File: src/hw/rtl/sgr_pkg.sv
// Shared types and constants for the stream group reverser.
// No dependencies; imported by the controller, datapath and top level.
package sgr_pkg;

  localparam int unsigned CFG_W          = 5;
  localparam int unsigned REG_GROUP_SIZE = 0;
  localparam logic [CFG_W-1:0] GROUP_SIZE_RST = CFG_W'(1);

  // controller -> datapath
  typedef struct packed {
    logic wr;     // store the incoming word and bump the fill count
    logic start;  // close the buffer and arm the readout
    logic rev;    // readout newest first
    logic rd;     // read one buffered word into the output register
  } sgr_cmd_t;

  // datapath -> controller
  typedef struct packed {
    logic grp_full;  // the incoming word completes a group
    logic tail;      // output register holds the last word of the run
  } sgr_stat_t;

endpackage

File: src/hw/rtl/sgr_ctrl.sv
// Sequencing FSM for the stream group reverser: accepts words, launches
// readouts and paces the output word stream. Depends on sgr_pkg.
module sgr_ctrl (
  input  logic              clk_i,
  input  logic              rst_ni,
  input  logic              in_valid_i,
  input  logic              in_last_i,
  output logic              in_ready_o,
  output logic              out_valid_o,
  input  logic              out_ready_i,
  input  sgr_pkg::sgr_stat_t stat_i,
  output sgr_pkg::sgr_cmd_t  cmd_o
);
  import sgr_pkg::*;

  typedef enum logic [1:0] {
    ST_IDLE,
    ST_RD,
    ST_SEND
  } state_e;

  state_e state_q;
  logic   rdy_q;
  logic   vld_q;
  logic   take;
  logic   flush;
  logic   sent;

  assign take  = (state_q == ST_IDLE) && in_valid_i;
  assign flush = stat_i.grp_full || in_last_i;
  assign sent  = (state_q == ST_SEND) && out_ready_i;

  always_comb begin
    cmd_o       = '0;
    cmd_o.wr    = take;
    cmd_o.start = take && flush;
    cmd_o.rev   = stat_i.grp_full;
    cmd_o.rd    = (state_q == ST_RD) || (sent && !stat_i.tail);
  end

  always_ff @(posedge clk_i or negedge rst_ni) begin
    if (!rst_ni) begin
      state_q <= ST_IDLE;
      rdy_q   <= 1'b1;
      vld_q   <= 1'b0;
    end else begin
      case (state_q)
        ST_IDLE: begin
          if (take && flush) begin
            state_q <= ST_RD;
            rdy_q   <= 1'b0;
          end
        end
        ST_RD: begin
          state_q <= ST_SEND;
          vld_q   <= 1'b1;
        end
        ST_SEND: begin
          if (sent && stat_i.tail) begin
            state_q <= ST_IDLE;
            vld_q   <= 1'b0;
            rdy_q   <= 1'b1;
          end
        end
        default: begin
          state_q <= ST_IDLE;
          vld_q   <= 1'b0;
          rdy_q   <= 1'b1;
        end
      endcase
    end
  end

  assign in_ready_o  = rdy_q;
  assign out_valid_o = vld_q;

endmodule

File: src/hw/rtl/sgr_dpath.sv
// Datapath for the stream group reverser: word buffer memory, fill count,
// readout pointer and output register. Depends on sgr_pkg.
module sgr_dpath #(
  parameter int unsigned MAX_GROUP = 16,
  parameter int unsigned WORD_BITS = 32
) (
  input  logic                       clk_i,
  input  logic                       rst_ni,
  input  logic [sgr_pkg::CFG_W-1:0]  group_size_i,
  input  logic [WORD_BITS-1:0]       in_word_i,
  input  logic                       in_last_i,
  input  sgr_pkg::sgr_cmd_t          cmd_i,
  output sgr_pkg::sgr_stat_t         stat_o,
  output logic [WORD_BITS-1:0]       out_word_o,
  output logic                       run_end_o,
  output logic                       seq_end_o
);
  import sgr_pkg::*;

  localparam int unsigned AW = (MAX_GROUP > 1) ? $clog2(MAX_GROUP) : 1;
  localparam int unsigned FW = $clog2(MAX_GROUP + 1);
  localparam int unsigned CW = ((FW > CFG_W) ? FW : CFG_W) + 1;

  logic [WORD_BITS-1:0] mem_q [MAX_GROUP];
  logic [WORD_BITS-1:0] word_q;

  logic [FW-1:0] fill_q, fill_d;
  logic [FW-1:0] left_q, left_d;
  logic [AW-1:0] ptr_q, ptr_d;
  logic          rev_q, last_q, tail_q;
  logic [FW-1:0] fill_inc;
  logic [CW-1:0] g_eff;

  // zero acts as one, oversize saturates to the buffer depth
  always_comb begin
    if (group_size_i == '0) begin
      g_eff = CW'(1);
    end else if (CW'(group_size_i) > CW'(MAX_GROUP)) begin
      g_eff = CW'(MAX_GROUP);
    end else begin
      g_eff = CW'(group_size_i);
    end
  end

  assign fill_inc        = fill_q + FW'(1);
  assign stat_o.grp_full = CW'(fill_inc) >= g_eff;
  assign stat_o.tail     = tail_q;

  always_comb begin
    fill_d = fill_q;
    left_d = left_q;
    ptr_d  = ptr_q;
    if (cmd_i.start) begin
      fill_d = '0;
      left_d = fill_inc;
      ptr_d  = cmd_i.rev ? fill_q[AW-1:0] : '0;
    end else if (cmd_i.wr) begin
      fill_d = fill_inc;
    end else if (cmd_i.rd) begin
      left_d = left_q - FW'(1);
      ptr_d  = rev_q ? ptr_q - AW'(1) : ptr_q + AW'(1);
    end
  end

  always_ff @(posedge clk_i or negedge rst_ni) begin
    if (!rst_ni) begin
      fill_q <= '0;
      left_q <= '0;
      ptr_q  <= '0;
      rev_q  <= 1'b0;
      last_q <= 1'b0;
      tail_q <= 1'b0;
    end else begin
      fill_q <= fill_d;
      left_q <= left_d;
      ptr_q  <= ptr_d;
      if (cmd_i.start) begin
        rev_q  <= cmd_i.rev;
        last_q <= in_last_i;
      end
      if (cmd_i.rd) begin
        tail_q <= (left_q == FW'(1));
      end
    end
  end

  // fill count stays below the depth before each write
  always_ff @(posedge clk_i) begin
    if (cmd_i.wr) begin
      mem_q[fill_q[AW-1:0]] <= in_word_i;
    end
  end

  always_ff @(posedge clk_i) begin
    if (cmd_i.rd) begin
      word_q <= mem_q[ptr_q];
    end
  end

  assign out_word_o = word_q;
  assign run_end_o  = tail_q;
  assign seq_end_o  = tail_q && last_q;

endmodule

File: src/hw/rtl/stream_group_reverser.sv
// Stream group reverser top level: APB group size register, controller and
// datapath. Depends on sgr_pkg, sgr_ctrl and sgr_dpath.
//
// Words are buffered until group_size of them are held, then that group is
// sent newest first; a sequence that ends (tlast) on a partial group sends
// the leftover words in arrival order. A word that closes no group is taken
// into the buffer. A word that closes a group or a sequence is taken, the
// first word is read into the output register in ST_RD, and the run then goes
// out at one word per cycle while the sink is ready; the single read port of the
// buffer paces the readout. No new word is taken until the last word of the
// run has been handed over. m_axis_tuser_o marks the last word of each run,
// m_axis_tlast_o the last word of the sequence. group_size 0 acts as 1 and
// values above MAX_GROUP act as MAX_GROUP; write it only while idle.
module stream_group_reverser #(
  parameter int unsigned MAX_GROUP = 16,
  parameter int unsigned WORD_BITS = 32
) (
  input  logic                                 clk_i,
  input  logic                                 rst_ni,
  // slave side: tdata = {pad, data_word}, tlast = seq_end
  input  logic                                 s_axis_tvalid_i,
  output logic                                 s_axis_tready_o,
  input  logic [((WORD_BITS+7)/8)*8-1:0]       s_axis_tdata_i,  // data_word
  input  logic                                 s_axis_tlast_i,
  // master side: tdata = {pad, out_word}, tuser = run_end, tlast = out_seq_end
  output logic                                 m_axis_tvalid_o,
  input  logic                                 m_axis_tready_i,
  output logic [((WORD_BITS+7)/8)*8-1:0]       m_axis_tdata_o,  // out_word
  output logic                                 m_axis_tuser_o,  // run_end
  output logic                                 m_axis_tlast_o,
  // configuration
  input  logic                                 psel,
  input  logic                                 penable,
  input  logic                                 pwrite,
  input  logic [1:0]                           paddr,
  input  logic [31:0]                          pwdata,
  output logic [31:0]                          prdata,
  output logic                                 pready
);
  import sgr_pkg::*;

  localparam int unsigned DW = ((WORD_BITS + 7) / 8) * 8;

  logic [CFG_W-1:0]     group_size_q;
  logic [WORD_BITS-1:0] out_word;
  logic                 cfg_wr;
  sgr_cmd_t             cmd;
  sgr_stat_t            stat;

  assign pready = 1'b1;
  // a single register, so every address decodes to it
  assign cfg_wr = psel && penable && pwrite && pready;
  assign prdata = 32'(group_size_q);

  always_ff @(posedge clk_i or negedge rst_ni) begin
    if (!rst_ni) begin
      group_size_q <= GROUP_SIZE_RST;
    end else if (cfg_wr && (32'(paddr >> 2) == REG_GROUP_SIZE)) begin
      group_size_q <= pwdata[CFG_W-1:0];
    end
  end

  sgr_ctrl u_ctrl (
    .clk_i      (clk_i),
    .rst_ni     (rst_ni),
    .in_valid_i (s_axis_tvalid_i),
    .in_last_i  (s_axis_tlast_i),
    .in_ready_o (s_axis_tready_o),
    .out_valid_o(m_axis_tvalid_o),
    .out_ready_i(m_axis_tready_i),
    .stat_i     (stat),
    .cmd_o      (cmd)
  );

  sgr_dpath #(
    .MAX_GROUP(MAX_GROUP),
    .WORD_BITS(WORD_BITS)
  ) u_dpath (
    .clk_i       (clk_i),
    .rst_ni      (rst_ni),
    .group_size_i(group_size_q),
    .in_word_i   (s_axis_tdata_i[WORD_BITS-1:0]),
    .in_last_i   (s_axis_tlast_i),
    .cmd_i       (cmd),
    .stat_o      (stat),
    .out_word_o  (out_word),
    .run_end_o   (m_axis_tuser_o),
    .seq_end_o   (m_axis_tlast_o)
  );

  assign m_axis_tdata_o = DW'(out_word);

  // input and output sides never open together
  a_exclusive: assert property (@(posedge clk_i) disable iff (!rst_ni)
    !(s_axis_tready_o && m_axis_tvalid_o))
    else $error("input ready while a word is offered");

  // a run keeps going until its last word is taken
  a_run_continues: assert property (@(posedge clk_i) disable iff (!rst_ni)
    m_axis_tvalid_o && m_axis_tready_i && !m_axis_tuser_o |=> m_axis_tvalid_o)
    else $error("run stopped before its last word");

  // sequence end only on the last word of a run
  a_seq_end_tail: assert property (@(posedge clk_i) disable iff (!rst_ni)
    m_axis_tvalid_o && m_axis_tlast_o |-> m_axis_tuser_o)
    else $error("sequence end away from run end");

  // the input reopens right after the last word of a run is taken
  a_reopen: assert property (@(posedge clk_i) disable iff (!rst_ni)
    m_axis_tvalid_o && m_axis_tready_i && m_axis_tuser_o |=> s_axis_tready_o)
    else $error("input not reopened after run");

endmodule
File: config.mk
export PLATFORM = sky130hd
export DESIGN_NAME = stream_group_reverser
export DESIGN_NICKNAME = d
export VERILOG_FILES = /design/src/hw/rtl/sgr_pkg.sv /design/src/hw/rtl/sgr_ctrl.sv /design/src/hw/rtl/sgr_dpath.sv /design/src/hw/rtl/stream_group_reverser.sv
export SDC_FILE = /design/constraint.sdc
export NUM_CORES = 1
export LEC_CHECK = 0
export ABC_AREA = 0
export BUFFER_PORTS_ARGS = -buffer_cell sky130_fd_sc_hd__buf_2
export CORE_MARGIN = 1
export CORE_UTILIZATION = 58
export CTS_CLUSTER_DIAMETER = 200
export DETAILED_ROUTE_END_ITERATION = 10
export PLACE_DENSITY = 0.77
export SETUP_SLACK_MARGIN = 0.2
export SLEW_MARGIN = 20
export SYNTH_ARGS = -nofsm -noshare
export SYNTH_HDL_FRONTEND = slang
export SYNTH_HIERARCHICAL = 1
export SYNTH_SLANG_ARGS = --single-unit
File: constraint.sdc
create_clock -name clk_i -period 5.3 [get_ports clk_i]
set_clock_uncertainty 0.15 [all_clocks]
set_input_delay 0.53 -clock clk_i [delete_from_list [all_inputs] [get_ports clk_i]]
set_output_delay 0.53 -clock clk_i [all_outputs]
set_load 0.005 [all_outputs]
Word-level counts from Yosys, hierarchy flattened
Memory sizes are Yosys's and may differ from the RTL's. A register that Yosys moved wholly into a read port is not among the register bits. Cells that the tools add are included.

RAM bits: 512. Flip-flop bits (word level): 26. Memories: 1. Output and inout bits: 69. Bits of input ports: 74. Logic and storage cells: 66.

Equal/unequal tests: 6. Order comparisons: 2. Bitwise operators: 2. Reductions and logical operators: 19. Multiplexer cells: 22. Add/sub/neg operators: 4.

Memory list: u_dpath.mem_q (depth 16, bits a word 32, read ports 1, clocked after Yosys merged registers in 1, write ports 1, RTL line sgr_dpath.sv:24) `logic [WORD_BITS-1:0] mem_q [MAX_GROUP];`.

Operators with widths (number): $mux W5 (7); $mux W4 (5); $logic_and A1 B1 Y1 (8); $ne A2 B2 Y1 const B (3); $pmux W1 S3 (2); $pmux W2 S3 (1); $reduce_and A2 Y1 (3); $add A5 B1 Y5 const B (1); $eq A5 B1 Y1 const B (1); $ge A5 B5 Y1 (1); $gt A5 B5 Y1 const B (1); $logic_not A5 Y1 (1); $mux W1 (5); $sub A5 B1 Y5 const B (1); $add A4 B1 Y4 const B (1); $mux W2 (2); $reduce_bool A2 Y1 (2); $sub A4 B1 Y4 const B (1); $reduce_and A3 Y1 (1); $eq A2 B1 Y1 const B (1); $eq A2 B2 Y1 const B (1); $logic_not A2 Y1 (1); $logic_or A1 B1 Y1 (2); $not A1 Y1 (2); $logic_not A1 Y1 (1).

Longest topological paths before layout
Gate-level depths: netlist (run 1).

Depth after elaboration: 8. Gate-level depth with buffers: 14. Gate-level depth less buffers: 13.

By module
The synthesis (run 1) kept the hierarchy.

By module, submodules not included: sgr_dpath (sequential area each 16761.1 um^2, cells an instance 970, area each 21326.7 um^2, times used 1); stream_group_reverser (sequential area each 126.4 um^2, cells an instance 41, area each 410.4 um^2, times used 1); sgr_ctrl (sequential area each 101.3 um^2, cells an instance 19, area each 190.2 um^2, times used 1).

Worst setup path before layout (run 1)
No wires, ideal clock.

Path type: input to register. From: input port s_axis_tvalid_i. To: memory u_dpath.mem_q[0][0], enable pin. Path buffers: 2. Library setup time: 0.461 ns. Arrival time: 3.628 ns. Slack: 1.061 ns. Data required time: 4.689 ns. Stages: 5. Cells stage by stage: nor3b_1 buf_4 clkbuf_1 nand2_1 nor3_1.

RTL lines: from (decl) (RTL line stream_group_reverser.sv:21) `input logic s_axis_tvalid_i,`; to (decl) (RTL line sgr_dpath.sv:24).

==> out/metrics.yaml, run 1 <==
critical_path:
  worstPathCellList: "ha_1, nand3_1, xnor2_1, ha_1, a21oi_1, o21ai_0, buf_4, o21a_1, or2_2, a2111oi_0, a2111oi_0, o311ai_0"
  endpoint_kind: "flop"
  r2r_start: "u_dpath/fill_q[0]$_DFFE_PN0P_"
  cp_slowest_cell: "dfrtp_1"
  crit_arrival_ns: 3.62
  start_kind: "flop"
  slowest_delay_ns: 0.53
  path_max_fanout: 9
  crit_family: "compound AO/OA/AOI/OAI gates"
  r2r_cells: 12
  path_class: "reg -> reg"
  cp.required_ns: 5.64
  timing.rr.end: "u_dpath/ptr_q[3]$_DFFE_PN0P_"
  r2r_slack_ns: 2.02
  worstPathBufferInverterCount: 1
clock_tree:
  cts.htree.levels: 2
  cts_buffers: 54
  ctsResizeCount: 0
  cts-root-buf: "clkbuf_16"
  clk_latency_ns: 0.62
  cts_tree: "done"
  clockBufferDepth: 3
  cts_hold_buffers: 6
  clock_sinks: 570
  post_cts_buffers: 0
  path_clk_slew_ns: 0.07
grt:
  grt_pass1_wl_um: 67300
  grt_pass1_vias: 10900
  grt_usage_pct: 24.5
  grt-ovfl-total: 0
  grt_max_degree: 71
  antenna_found_initial: 2
synthesis:
  yosys.area.top_type_share_pct: 74.5
  yosysWarnings: 6
  synth_top_family_by_area: "multiplexers"
  synth_area_leaders: "edfxtp_1, mux4_2, dfrtp_1"
  synthTopCellsByCount: "edfxtp_1, mux4_2, a22oi_1"
  synth_seq_area_share_pct: 77.5
  ys.flop_type: "edfxtp_1"
  synth_compound_area_share_pct: 2.89
  async_flop_share_pct: 4.56
  synth-adder-area-share_pct: 0.833
  syn_inst: 1030
  synth_most_common_cell: "edfxtp_1"
  synthMuxAreaShare_pct: 13.6
  synth.cell_area_sq_mm: 0.0219
  synth.largest_area_cell: "edfxtp_1"
  synth_seq_cells: 570
  synth_edf_count: 544
  synth_cell_types: 41
  synth-simple-area-share_pct: 2.31
  synth_xor_area_share_pct: 0.519
  syn_area_per_cell_sq_um: 21.3
route:
  drt_wl_total_um: 45200
  antenna_left: 0
  wl_per_cell_um: 26.7
  viasPerCell: 6.24
  drc: 0
  firstDrtPassIters: 5
  vias: 10600
  initialDrtViolationCount: 887
cells_and_area:
  antennaDiodeCount: 0
  final_cells: 1696
  drive_gt1_share_pct: 29.5
  fin_nets: 1239
  syn_to_final_growth_pct: 12.9
sta:
  max_slew_margin_pct: 27.5
  hold_slack_ns: 0.0285
  setup_violations: 0
  drv_slew: 0
  rsz0062_at_grt: "false"
  fin_ws_ns: 2.02
  fmax_mhz: 305
  finalSetupTns_ns: 0
  hold_viol_final: 0
  period_needed_ns: 3.28
  worst_pin_slew_ns: 1.09
  fin_crit_sh_pct: 61.9
power_and_ir_drop:
  report.power.total_mw: 12.1
  p_leak_nw: 8.08
  ir_worst_vdd_uv: 320
  p_per_area_mw_per_mm2: 487
hold_path:
  worstHoldEndpoint: "u_ctrl/state_q[0]$_DFFE_PN0P_"
  min_from: "s_axis_tlast_i"
  hold_class: "in -> reg"
  whs_path_depth: 2
placed_design:
  pre_cts_ws_ns: 2.07
  dp_cells: 1592
  hpwl_um: 22400
  gp_congestion: 0.733
  io_buffers: 85
job:
  cap_violations: 0
outcome:
  status: "completed"
floorplan:
  die_y_um: 196
  die_w_um: 196
  initial_utilization_pct: 59.5
  io_pins: 143
  core_area_sq_mm: 0.0369
  rows: 70
  dieArea_sq_mm: 0.0386
## worst max-delay path by stage
stage,start,slack [ns],cells after the start,to
2_1_floorplan,s_axis_tvalid_i,1.06,5,u_dpath/mem_q[0][0]$_DFFE_PP_
3_3_place_gp,u_dpath/fill_q[0]$_DFFE_PN0P_,2.16,12,u_dpath/ptr_q[3]$_DFFE_PN0P_
3_5_place_dp,u_dpath/fill_q[0]$_DFFE_PN0P_,2.07,12,u_dpath/ptr_q[3]$_DFFE_PN0P_
4_1_cts,u_dpath/fill_q[0]$_DFFE_PN0P_,2.04,12,u_dpath/ptr_q[3]$_DFFE_PN0P_
5_1_grt,u_dpath/fill_q[0]$_DFFE_PN0P_,1.76,12,u_dpath/ptr_q[3]$_DFFE_PN0P_
6_report,u_dpath/fill_q[0]$_DFFE_PN0P_,2.02,12,u_dpath/ptr_q[3]$_DFFE_PN0P_
## power by group
group	internal, mW	switching [mW]	leakage [nW]	total (mW)
clock network	2.05	1.60	0.830	3.65
logic	1.24	1.48	2.01	2.73
registers	5.42	0.271	5.23	5.69
total	8.71	3.35	8.08	12.1
## layout by cell type, fill, tap and decap left out, types with 2 or more instances in the layout
| master | count |
|---|---|
| clkinv_2 | 8 |
| edfxtp_1 | 544 |
| a21oi_1 | 9 |
| clkbuf_1 | 8 |
| conb_1 | 28 |
| xor2_1 | 7 |
| nand2b_1 | 7 |
| clkbuf_16 | 54 |
| nand3_1 | 8 |
| dlygate4sd3_1 | 6 |
| dfrtp_1 | 22 |
| nor3_1 | 2 |
| inv_1 | 10 |
| bufinv_16 | 2 |
| nor2_4 | 15 |
| buf_4 | 26 |
| nor2_1 | 14 |
| xnor2_1 | 6 |
| and2_1 | 2 |
| nor3_2 | 3 |
| buf_2 | 85 |
| dfrtp_4 | 2 |
| clkinv_1 | 14 |
| mux2_2 | 7 |
| mux4_2 | 128 |
| o21a_1 | 2 |
| a2111oi_0 | 2 |
| a21o_1 | 2 |
| a22oi_1 | 64 |
| nand2_1 | 50 |
| ha_1 | 13 |
| buf_12 | 2 |
| clkbuf_8 | 6 |
| inv_16 | 2 |
| o21ai_0 | 9 |
| dfstp_2 | 2 |
## layout make-up
cell class / instances / area, sq um
clock buffers: 68 / 1460
clock inverters: 29 / 225
fillers: 2248 / 12100
inverters: 11 / 41.3
multi-input cells: 394 / 4650
flip-flops and latches: 570 / 17000
well taps: 504 / 631
repair buffers: 120 / 748
## sequential cells by signal, summed over array words and instances (netlist names)
register and count:
u_dpath/fill_q 5, u_ctrl/in_ready_o 1, u_ctrl/out_valid_o 1, u_dpath/rev_q 1
group_size_q 5, u_dpath/left_q 5, u_ctrl/state_q 2, u_dpath/out_word_o 32
u_dpath/mem_q 512, u_dpath/last_q 1, u_dpath/run_end_o 1, u_dpath/ptr_q 4
## kinds of logic after synthesis
kind of cell             count (synthesis)
XOR/XNOR                                13
multiplexers                           136
buffers and inverters                   92
adder cells (fa/ha/maj)                 14
other                                    2
AO/OA/AOI/OAI                           90
flip-flops                             570
AND/OR/NAND/NOR                        113
## worst reg2reg max path, stage by stage, from the launching register on
cell	delay, ns
dfrtp_1	0.53
ha_1	0.31
nand3_1	0.13
xnor2_1	0.23
ha_1	0.28
a21oi_1	0.15
o21ai_0	0.09
buf_4	0.17
o21a_1	0.19
or2_2	0.29
a2111oi_0	0.42
a2111oi_0	0.12
o311ai_0	0.10
## routing by layer
layer  routed length [um]  GRT usage [%]
met4                 1220           9.38
met1                17600           33.5
met5                   21              0
met2                22800           39.9
met3                 3590           4.30
## metrics by stage
step,util (%),cell area [sq um]
6_report,67.1,24800
4_1_cts,67.1,24700
5_1_grt,67.1,24800
3_3_place_gp,62.3,23000
2_1_floorplan,-,22000
3_5_place_dp,62.3,23000
No activity file was read; power rests on OpenSTA's default activity.
==> inputs of run 2 (changes only) <==
Settings changed: CORE_UTILIZATION 58 to 54, PLACE_DENSITY 0.77 to 0.75.
Clock period 5.3 ns to 2.7 ns, I/O delays scaled along.
==> run 2 against run 1 <==
Effect of this change:
- the flow now finishes with violations (setup timing)
- critical path type unchanged
- largest power group unchanged
- highest routed layer is now met4
- critical endpoint unchanged
- largest cell class unchanged
- non-clock buffer count increased by 76
- utilization decreased by 2.0 points
- wire length increased by 3.2%
- first-iteration DRC count decreased by 8.5%
==> out/metrics.yaml, run 2 (synthesized netlist as in run 1, its figures left out) <==
cells_and_area:
  final_cell_mix: "edfxtp_1, mux4_2, buf_2"  # unchanged
  fin_nets: 1315  # was 1,239
  layout_commonest_cell: "edfxtp_1"  # unchanged
  nFillCells: 2536  # was 2,248
  final_core_util_pct: 65.1  # was 67.1%
  antennaDiodeCount: 0  # unchanged
  syn_to_final_growth_pct: 18.6  # was 12.9%
  drive_gt1_share_pct: 33.6  # was 29.5%
  largest_reg_flops: 512  # unchanged
floorplan:
  rows: 73  # was 70
  dieArea_sq_mm: 0.0414  # was 0.0386 sq mm
  die_w_um: 204  # was 196 um
  die_y_um: 204  # was 196 um
  initial_utilization_pct: 54.9  # was 59.5%
  io_pins: 143  # unchanged
  core_area_sq_mm: 0.0399  # was 0.0369 sq mm
sta:
  drv_slew: 0  # unchanged
  fin_crit_sh_pct: 108  # was 61.9%
  setup_violations: 1  # was 0
  fin_ws_ns: -0.210  # was 2.02 ns
  max_slew_margin_pct: 58.5  # was 27.5%
  hold_viol_final: 0  # unchanged
  worst_pin_slew_ns: 0.623  # was 1.09 ns
  rsz0062_at_grt: "true"  # was false
  period_needed_ns: 2.91  # was 3.28 ns
  hold_slack_ns: 0.0834  # was 0.0285 ns
  fmax_mhz: 344  # was 305 MHz
route:
  wl_per_cell_um: 26.0  # was 26.7 um
  viasPerCell: 6.01  # was 6.24
  initialDrtViolationCount: 812  # was 887
  vias: 10800  # was 10,600
  drc: 0  # unchanged
  antenna_left: 0  # unchanged
  firstDrtPassIters: 5  # unchanged
  drt_wl_total_um: 46700  # was 45,200 um
critical_path:
  crit_arrival_ns: 3.19  # was 3.62 ns
  r2r_cells: 11  # was 12
  r2r_start: "u_dpath/fill_q[0]$_DFFE_PN0P_"  # unchanged
  endpoint_kind: "flop"  # unchanged
  cp_slowest_cell: "a2111oi_1"  # was dfrtp_1
  r2r_slack_ns: -0.21  # was 2.02 ns
  worstPathBufferInverterCount: 0  # was 1
  crit_family: "compound AO/OA/AOI/OAI gates"  # unchanged
  cp.depth: 11  # was 12
  critPathLaunch: "u_dpath/fill_q[0]$_DFFE_PN0P_"  # unchanged
  start_kind: "flop"  # unchanged
  path_class: "reg -> reg"  # unchanged
  path_max_fanout: 5  # was 9
  slowest_delay_ns: 0.53  # about the same
  cp.required_ns: 2.98  # was 5.64 ns
  worstPathCellList: "ha_4, nand3_1, xnor2_2, ha_1, nand2_1, o21ai_2, o21a_2, nand2b_4, nor3_1, a2111oi_1, o311ai_1"  # was ha_1, nand3_1, xnor2_1, ha_1, a21oi_1, o21ai_0, buf_4, o21a_1, or2_2, a2111oi_0, a2111oi_0, o311ai_0
grt:
  use_met1_pct: 30.8  # was 33.5%
  top_usage_layer: "met2"  # unchanged
  grt_pass1_vias: 11300  # was 10,900
  grt_usage_pct: 23.2  # was 24.5%
  globalRouteMet3Util_pct: 4.76  # was 4.30%
  grt_pass1_wl_um: 69600  # was 67,300 um
  grt_use_met2_pct: 38.6  # was 39.9%
  grt-ovfl-total: 0  # unchanged
  grt_max_degree: 49  # was 71
  antenna_found_initial: 0  # was 2
hold_path:
  hold_class: "in -> async"  # was in -> reg
power_and_ir_drop:
  ir_worst_vdd_uv: 835  # was 320 uV
  report.power.total_mw: 24.9  # was 12.1 mW
  p_leak_nw: 8.59  # was 8.08 nW
  p_per_area_mw_per_mm2: 958  # was 487 mW/mm^2
job:
  cap_violations: 0  # unchanged
clock_tree:
  clockBufferDepth: 3  # unchanged
  cts-root-buf: "clkbuf_16"  # unchanged
  path_clk_slew_ns: 0.06  # was 0.07 ns
  cts_tree: "done"  # unchanged
  cts_buffers: 54  # unchanged
  cts.htree.levels: 2  # unchanged
  clock_sinks: 570  # unchanged
  clk_latency_ns: 0.59  # was 0.62 ns
placed_design:
  gp_congestion: 0.757  # was 0.733
  hpwl_um: 24700  # was 22,400 um
  io_buffers: 85  # unchanged
outcome:
  violations: "setup timing"
  status: "complete, but fails checks"  # was completed
## run 2: worst paths after layout
check                                           endpoint
max                         u_dpath/ptr_q[3]$_DFFE_PN0P_
min in group clk_i         u_ctrl/state_q[0]$_DFFE_PN0P_
max reg2reg                 u_dpath/ptr_q[3]$_DFFE_PN0P_
max in group asynchronous   u_dpath/ptr_q[0]$_DFFE_PN0P_
min reg2reg                   u_dpath/last_q$_DFFE_PN0P_
min                        u_ctrl/state_q[1]$_DFFE_PN0P_
## run 2: layer usage
layer  wire length (um)  vias to the layer above  share of wire, %
li1                   -                     4576                 -
met1              17900                     5656                38
met2              23900                      464                51
met3               3560                       93               7.6
met4               1360                        0               2.9
met5                  0                        -                 0
## run 2: power breakdown
group | total, mW | switching (mW) | internal, mW
clock network | 7.53 | 3.09 | 4.44
registers | 11.1 | 0.422 | 10.6
logic | 6.32 | 3.36 | 2.96
total | 24.9 | 6.87 | 18.0
## run 2: stage by stage
step	setup TNS, ns	cells	instance area [sq um]	setup WS [ns]
floorplan	0	1056	22200	0.0336
global placement	0	1643	23500	0.0591
detailed placement	-0.0162	1643	23500	-0.0162
CTS	0	1788	25800	0.0612
global route	-0.355	1795	26000	-0.278
finish	-0.210	1795	26000	-0.210
## run 2: area by class of cell
| cell class | instances | area (sq um) | share of cell area, % |
|---|---|---|---|
| sequential | 570 | 17000 | 65.4 |
| multi-input combinational | 394 | 4860 | 18.7 |
| timing repair buffer | 196 | 1670 | 6.43 |
| clock buffer | 68 | 1450 | 5.56 |
| tap | 525 | 657 | 2.53 |
| clock inverter | 31 | 324 | 1.25 |
| inverter | 11 | 41.3 | 0.159 |
## run 2: timing repair
action	CTS	global route
pin swaps	4	3
gates cloned	0	3
setup endpoints to repair	3	10
buffers inserted	1	4
resized for setup	7	40
endpoints found under the hold margin	548	0
hold buffers	45	0
==> inputs of run 3 (changes only) <==
Settings changed: CORE_UTILIZATION 54 to 56, CTS_BUF_LIST set to sky130_fd_sc_hd__clkbuf_4, PLACE_DENSITY 0.75 to 0.77.
==> run 3 against run 2 <==
Effect of this change:
- the run now ends clean
- critical path type unchanged
- first-iteration DRC count increased by 13%
- wire length decreased by 5.6%
- global-route usage about the same
- largest power group unchanged
==> out/metrics.yaml, run 3 (synthesized netlist as in run 1, its figures left out) <==
outcome:
  status: "completed"  # was complete, but fails checks
critical_path:
  timing.rr.end: "u_dpath/ptr_q[3]$_DFFE_PN0P_"  # unchanged
  r2r_slack_ns: 0.07  # was -0.21 ns
  r2r_cells: 11  # unchanged
  crit_arrival_ns: 3.18  # was 3.19 ns
  start_kind: "flop"  # unchanged
  path_class: "reg -> reg"  # unchanged
  cp.required_ns: 3.25  # was 2.98 ns
  endpoint_kind: "flop"  # unchanged
  critPathLaunch: "u_dpath/fill_q[0]$_DFFE_PN0P_"  # unchanged
  r2r_start: "u_dpath/fill_q[0]$_DFFE_PN0P_"  # unchanged
  path_max_fanout: 5  # unchanged
clock_tree:
  cts-root-buf: "clkbuf_4"  # was clkbuf_16
  path_clk_slew_ns: 0.06  # about the same
  clockBufferDepth: 3  # unchanged
  clock_sinks: 570  # unchanged
  cts_tree: "done"  # unchanged
  cts.htree.levels: 4  # was 2
  cts_buffers: 138  # was 54
  clk_latency_ns: 0.81  # was 0.59 ns
placed_design:
  gp_congestion: 0.783  # was 0.757
  placed_area_sq_mm: 0.0235  # about the same
  hpwl_um: 24400  # was 24,700 um
  dp_cells: 1639  # was 1,643
  io_buffers: 85  # unchanged
power_and_ir_drop:
  p_leak_nw: 8.63  # was 8.59 nW
  ir_worst_vdd_uv: 538  # was 835 uV
  report.power.total_mw: 23.6  # was 24.9 mW
  p_per_area_mw_per_mm2: 918  # was 958 mW/mm^2
route:
  wl_per_cell_um: 22.9  # was 26.0 um
  initialDrtViolationCount: 919  # was 812
  drc: 0  # unchanged
  vias: 11200  # was 10,800
  drt_wl_total_um: 44100  # was 46,700 um
  antenna_left: 0  # unchanged
  viasPerCell: 5.81  # was 6.01
  firstDrtPassIters: 5  # unchanged
cells_and_area:
  largest_reg_flops: 512  # unchanged
  final_cells: 1921  # was 1,795
  nFillCells: 2478  # was 2,536
  drive_gt1_share_pct: 37.4  # was 33.6%
  fin_nets: 1398  # was 1,315
  register_area_sq_mm: 0.0170  # unchanged
  multi_input_area_sq_mm: 0.00475  # was 0.00486 sq mm
  final_cell_mix: "edfxtp_1, clkbuf_4, mux4_2"  # was edfxtp_1, mux4_2, buf_2
  stdcell_area_sq_mm: 0.0257  # was 0.0260 sq mm
  syn_to_final_growth_pct: 17.3  # was 18.6%
  layout_commonest_cell: "edfxtp_1"  # unchanged
floorplan:
  die_y_um: 200  # was 204 um
  die_w_um: 200  # was 204 um
  core_area_sq_mm: 0.0386  # was 0.0399 sq mm
  dieArea_sq_mm: 0.0400  # was 0.0414 sq mm
  rows: 72  # was 73
  initial_utilization_pct: 56.7  # was 54.9%
  io_pins: 143  # unchanged
grt:
  use_met1_pct: 31.3  # was 30.8%
  grt_pass1_wl_um: 66600  # was 69,600 um
  grt_use_met2_pct: 37.6  # was 38.6%
  grt_pass1_vias: 11700  # was 11,300
  top_usage_layer: "met2"  # unchanged
  grt_max_degree: 60  # was 49
  antenna_found_initial: 3  # was 0
  grt-ovfl-total: 0  # unchanged
  grt_usage_pct: 23.2  # about the same
  globalRouteMet3Util_pct: 4.96  # was 4.76%
sta:
  fmax_mhz: 380  # was 344 MHz
  hold_viol_final: 0  # unchanged
  finalSetupTns_ns: 0  # was -0.210 ns
  rsz0062_at_grt: "true"  # unchanged
  period_needed_ns: 2.63  # was 2.91 ns
  drv_slew: 0  # unchanged
  max_slew_margin_pct: 49.6  # was 58.5%
  fin_crit_sh_pct: 97.3  # was 108%
  worst_pin_slew_ns: 0.756  # was 0.623 ns
  hold_slack_ns: 0.137  # was 0.0834 ns
  setup_violations: 0  # was 1
hold_path:
  worstHoldEndpoint: "u_ctrl/state_q[0]$_DFFE_PN0P_"
  whs_path_depth: 3
  min_from: "s_axis_tlast_i"
  hold_class: "in -> reg"  # was in -> async
job:
  cap_violations: 0  # unchanged
-- run 3: cell types whose count changed in the layout (fill, tap and decap cells not counted), sizes merged --
cell | previous run | this run
diode | 0 | 4
dlygate4sd3 | 45 | 47
clkbuf | 70 | 185
buf | 149 | 148
clkinv | 22 | 34
bufinv | 7 | 3
inv | 12 | 16
clkinvlp | 1 | 2
-- run 3: layout make-up --
cell class / count / share of cell area, %
Clock buffer: 185 / 5.40
Inverter: 11 / 0.161
Multi-Input combinational cell: 394 / 18.5
Antenna cell: 4 / 0.0389
Clock inverter: 44 / 1.02
Timing Repair Buffer: 195 / 6.25
Tap cell: 518 / 2.52
Sequential cell: 570 / 66.1
-- run 3: how the worst max path moves through the flow --
stage | end | slack, ns | depth (start not counted)
after floorplan | u_dpath/ptr_q[3]$_DFFE_PN0P_ | 0.03 | 14
after global placement | u_dpath/ptr_q[3]$_DFFE_PN0P_ | 0.07 | 13
after detailed placement | u_dpath/ptr_q[3]$_DFFE_PN0P_ | -0.02 | 11
after CTS | u_dpath/ptr_q[3]$_DFFE_PN0P_ | 0.09 | 13
after global routing | u_dpath/ptr_q[3]$_DFFE_PN0P_ | -0.09 | 13
final | u_dpath/ptr_q[3]$_DFFE_PN0P_ | 0.07 | 11
-- run 3: worst max-delay path, stage by stage (launching register included) --
cell and delay (ns):
dfrtp_2 0.40, ha_4 0.17, nand3_1 0.09, xnor2_1 0.25, ha_1 0.30, a21oi_1 0.19, o21ai_2 0.09, o21a_1 0.20
or2_4 0.24, nor4bb_2 0.26, a2111oi_1 0.09, o311ai_1 0.10
-- run 3: repair_timing --
| item | in CTS | in global routing |
|---|---|---|
| endpoints found under the hold margin | 562 | 0 |
| cloned | 0 | 0 |
| endpoints found under the setup margin | 3 | 10 |
| hold buffers | 48 | 0 |
| resized for setup | 5 | 1 |
| pin swaps | 6 | 0 |
| setup buffers | 1 | 0 |
-- run 3: power by group --
group          internal (mW)  switching (mW)  total (mW)
sequential              10.6           0.325        11.0
clock                   3.46            3.18        6.64
combinational           2.84            3.18        6.02
-- run 3: metrics by stage --
step | setup WS [ns] | util [%]
finish | 0.0716 | 66.5
global route | -0.0939 | 66.5
CTS | 0.0852 | 66.5
detailed placement | -0.0193 | 60.9
global placement | 0.0698 | 60.9
floorplan | 0.0336 | -
-- run 3: routing by layer --
| metal | up-vias | share of wire, % |
|---|---|---|
| li1 | 4850 | - |
| met1 | 5773 | 40 |
| met2 | 461 | 51 |
| met3 | 77 | 6.5 |
| met4 | 2 | 1.9 |
| met5 | - | 0.025 |
